`src/rtl/core/svm_pkg.sv`:
```
// Shared types, register indexes, clip limits and arithmetic helpers for the stereo volume mixer.
package svm_pkg;

  // One input word: a channel sample with its volumes and frame markers.
  typedef struct packed {
    logic               start_frame;
    logic signed [23:0] base_left;
    logic signed [23:0] base_right;
    logic signed [15:0] sample_value;
    logic               wide_sample;
    logic [9:0]         left_volume;
    logic [9:0]         right_volume;
    logic               channel_active;
    logic               end_frame;
  } svm_in_t;

  // One output word: a formatted frame.
  typedef struct packed {
    logic [15:0] left_code;
    logic [15:0] right_code;
    logic        right_present;
  } svm_out_t;

  // Commands from the controller to the datapath.
  typedef struct packed {
    logic capture;
    logic mac;
    logic emit;
  } svm_cmd_t;

  // Status from the datapath to the controller.
  typedef struct packed {
    logic end_frame;
    logic out_free;
  } svm_status_t;

  // Configuration register indexes.
  localparam logic [1:0] CFG_MASTER_VOLUME = 2'd0;
  localparam logic [1:0] CFG_SIXTEEN_BIT   = 2'd1;
  localparam logic [1:0] CFG_STEREO        = 2'd2;

  localparam int CFG_DATA_W = 9;
  localparam int GAIN_W     = 17;

  localparam logic [8:0] MASTER_CAP = 9'd256;
  localparam logic [8:0] MASTER_RST = 9'd256;
  localparam logic [7:0] VOL_CAP    = 8'd255;

  localparam logic signed [23:0] UPPER_STEREO16 = 24'sh007ddd;
  localparam logic signed [23:0] UPPER_OTHER    = 24'sh007fff;
  localparam logic signed [23:0] LOWER_ALL      = -24'sd32768;

  // Per-side gain: saturated volume times capped master. The 8-bit path
  // drops the low three volume bits.
  function automatic logic [GAIN_W-1:0] calc_gain(input logic [9:0] vol,
                                                  input logic       wide,
                                                  input logic [8:0] master);
    logic [7:0] vsat;
    logic [7:0] veff;
    vsat = (vol > {2'b00, VOL_CAP}) ? VOL_CAP : vol[7:0];
    veff = wide ? vsat : {vsat[7:3], 3'b000};
    return GAIN_W'(veff * master);
  endfunction

  // Shift a sum down by 8, clip it and format it as a 16-bit or 8-bit code.
  function automatic logic [15:0] format_code(input logic signed [31:0] sum,
                                              input logic              stereo16,
                                              input logic              sixteen);
    logic signed [23:0] val;
    logic signed [23:0] upper;
    val   = sum[31:8];
    upper = stereo16 ? UPPER_STEREO16 : UPPER_OTHER;
    if (val > upper) begin
      val = upper;
    end else if (val < LOWER_ALL) begin
      val = LOWER_ALL;
    end
    if (sixteen) begin
      return val[15:0];
    end
    // Offset binary byte: high byte of the clipped value plus 128.
    return {8'h00, ~val[15], val[14:8]};
  endfunction

endpackage

```
`src/rtl/core/svm_ctrl.sv`:
```
// Controller state machine that sequences capture, multiply-accumulate and frame emit.
module svm_ctrl (
  input  logic                clk,
  input  logic                rst,
  input  logic                in_valid,
  output logic                in_stall,
  input  svm_pkg::svm_status_t status,
  output svm_pkg::svm_cmd_t    cmd
);
  import svm_pkg::*;

  localparam logic [1:0] ST_IDLE = 2'd0;
  localparam logic [1:0] ST_MAC  = 2'd1;
  localparam logic [1:0] ST_EMIT = 2'd2;

  logic [1:0] state;
  logic [1:0] state_next;

  // Commands are decoded from the current state.
  assign in_stall    = (state != ST_IDLE);
  assign cmd.capture = (state == ST_IDLE) && in_valid;
  assign cmd.mac     = (state == ST_MAC);
  assign cmd.emit    = (state == ST_EMIT) && status.out_free;

  // Next state.
  always_comb begin
    state_next = state;
    case (state)
      ST_IDLE: begin
        if (in_valid) state_next = ST_MAC;
      end
      ST_MAC: begin
        state_next = status.end_frame ? ST_EMIT : ST_IDLE;
      end
      ST_EMIT: begin
        if (status.out_free) state_next = ST_IDLE;
      end
      default: begin
        state_next = ST_IDLE;
      end
    endcase
  end

  always_ff @(posedge clk) begin
    if (rst) begin
      state <= ST_IDLE;
    end else begin
      state <= state_next;
    end
  end

endmodule

```
`config.mk`:
```
export PLATFORM = sky130hd
export DESIGN_NAME = svm_ctrl
export DESIGN_NICKNAME = d
export VERILOG_FILES = /design/src/rtl/core/svm_pkg.sv /design/src/rtl/core/svm_ctrl.sv
export SDC_FILE = /design/constraint.sdc
export NUM_CORES = 1
export LEC_CHECK = 0
export ABC_AREA = 1
export BUFFER_PORTS_ARGS = -buffer_cell sky130_fd_sc_hd__buf_2
export CAP_MARGIN = 5
export CORE_AREA = 3 3 40 42
export CTS_CLUSTER_DIAMETER = 40
export DETAILED_ROUTE_END_ITERATION = 10
export DIE_AREA = 0 0 43 45
export PLACE_DENSITY = 0.32
export SLEW_MARGIN = 10
export SYNTH_ARGS = -nofsm -noshare
export SYNTH_HDL_FRONTEND = slang
export SYNTH_SLANG_ARGS = --single-unit
```
`constraint.sdc`:
```
create_clock -name clk -period 1.38 [get_ports clk]
set_input_delay 0.138 -clock clk [delete_from_list [all_inputs] [get_ports clk]]
set_output_delay 0.138 -clock clk [all_outputs]
set_load 0.05 [all_outputs]
```
==> results.json <==
{
  "cts_buffer_depth": 2,
  "stdcell_area_um2": 188,
  "routed_wirelength_um": 311,
  "clock_sink_count": 2,
  "synthTopCellsByArea": "dfxtp_1 41%, nand3_1 10%, nor3_2 10%",
  "hold_path.class": "in2reg",
  "antenna_found_initial": 0,
  "numCtsBuffers": 3,
  "h-tree-depth": 1,
  "yosysUniqueCellTypes": 9,
  "cp.required_ns": 1.24,
  "yosys_warnings": 0,
  "synth_edf_count": 0,
  "drt_iter0_drc": 1,
  "synthTopCellsByCount": "2 x dfxtp_1, 2 x inv_1, 2 x inv_2, 2 x nand3_1, 2 x nor2_1",
  "worst_slack_ns": 0.194,
  "post-route-min-period_ns": 1.19,
  "diodes": 0,
  "synth_flop_cell": "dfxtp_1",
  "clkLatencyLatePin_ns": 0.22,
  "wl_per_cell_um": 7.78,
  "core_area_um2": 1280,
  "maxSlewViolCount": 0,
  "ir_worst_vdd_v": 0.000168,
  "cts-root-buf": "clkbuf_4",
  "cp.arrival_ns": 1.05,
  "yosysTopAreaCell": "dfxtp_1",
  "die_height_um": 45,
  "rsz0062_at_grt": "false",
  "route.vias.total": 120,
  "p_leak_uw": 0.0000960,
  "first_pass_iters": 3,
  "grt_usage_pct": 4.07,
  "p_per_area_nw_per_um2": 1320,
  "clock_skew_ns": 0.000622,
  "grt_pass1_wl_um": 448,
  "setup_viol": 0,
  "drive_above_1_share_pct": 68.0,
  "start_util_pct": 7.69,
  "period_share_pct": 85.9,
  "top_register": "state",
  "dp.cells": 37,
  "dp_worst_setup_slack_ns": 0.415,
  "critPathSlowestCell": "dfxtp_1",
  "worstSetupStartpointType": "flip-flop",
  "drc": 0,
  "die_x_um": 43,
  "cap_violations": 0,
  "nNetsFinal": 32,
  "synth_top_area_share_pct": 40.5,
  "slew_headroom_pct": 83.3,
  "hold_viol_final": 0,
  "netlist_instances": 14,
  "grt_max_degree": 4,
  "ys_async_sr_fraction_pct": 0,
  "synth-seq-cells": 2,
  "rows": 13,
  "end_kind": "output port",
  "max_freq_ghz": 0.843,
  "grt_overflow": 0,
  "io_pins": 9,
  "worst_pin_slew_ns": 0.253,
  "slowest_delay_ns": 0.35,
  "gp_congestion": 0.593,
  "cp_top_family": "flip-flops",
  "die_area_um2": 1940,
  "status": "finished clean",
  "place_area_um2": 165,
  "cts_tree": "yes",
  "syn_area_per_cell_um2": 7.06,
  "synth_seq_area_share_pct": 40.5,
  "fin_setup_tns_ns": 0,
  "crit_path_cell_trace": "inv_2 > nor3_2 > buf_2",
  "grt_pass1_vias": 121,
  "stdcell_count": 40,
  "top_regs": "state (2)",
  "post-cts-setup-buffers": 0,
  "ant_nets": 0,
  "via_per_inst": 3.00,
  "crit_type": "reg2out",
  "netlist_area_um2": 98.8,
  "ctsHoldBuffers": 0,
  "synth_nets": 19,
  "critPathMaxFanout": 3,
  "flow.area_growth_from_synthesis_pct": 89.9,
  "ctsResizeCount": 0,
  "utilization_pct": 14.6,
  "cp_num_buf_inv": 2,
  "path_clk_slew_ns": 0.03,
  "largest_reg_flops": 2,
  "numPortBuffers": 8
}
[worst reg2reg max path, stage by stage, from the launching register on]
cell and delay, ns:
dfxtp_1 0.36, inv_2 0.06, nand2_2 0.09, nor3_2 0.04
[final cells by class]
| cell class | instances | area, µm² |
|---|---|---|
| Tap cell | 15 | 18.8 |
| Multi-Input combinational cell | 8 | 51.3 |
| Fill cell | 155 | 1100 |
| Clock buffer | 3 | 22.5 |
| Timing Repair Buffer | 8 | 40.0 |
| Inverter | 4 | 15.0 |
| Sequential cell | 2 | 40.0 |
[kinds of logic (layout without fill, tap and decap cells)]
logic type,count (synthesis),after routing,share of synthesized area (%)
flip-flops,2,2,40.5
AO/OA/AOI/OAI,1,1,5.06
AND/OR/NAND/NOR,7,7,39.2
buffers and inverters,4,15,15.2
[layer usage]
layer	share of wire [%]	routed length, µm	global-route usage, %	up-vias
met1	46	142	3.36	44
met2	31	96	3.29	9
met4	0	0	9.04	0
met5	0	0	0	-
li1	-	-	-	67
met3	23	72	3.59	0
[worst paths after layout]
kind	start	end	slack, ns	depth (start not counted)
max	state[1]	cmd[0]	0.19	3
min	rst	state[1]	0.1	2
min reg2reg	state[1]	state[1]	0.50	2
max reg2reg	state[0]	state[0]	0.71	3
[layout by cell type, fill, tap and decap left out]
cell type,Yosys,final
a21oi_1,1,1
nor2_2,0,1
nor2_1,2,1
dfxtp_1,2,2
nand2_2,1,1
buf_2,0,8
clkbuf_4,0,3
nand3_1,2,2
inv_1,2,2
inv_2,2,2
nor3_2,1,2
[where the power goes]
part / switching, µW / internal (µW)
Clock: 33.0 / 95.9
Sequential: 2.67 / 61.2
Combinational: 40.6 / 14.2
[stage by stage]
| step | power [µW] | hold slack (ns) |
|---|---|---|
| after detailed placement | 120 | 0.333 |
| after CTS | 258 | 0.0922 |
| final | 248 | 0.100 |
| after floorplan | 104 | 0.207 |
| after global placement | 119 | 0.326 |
| after global routing | 262 | 0.102 |
Note: power is estimated with default switching activity, not from simulation.
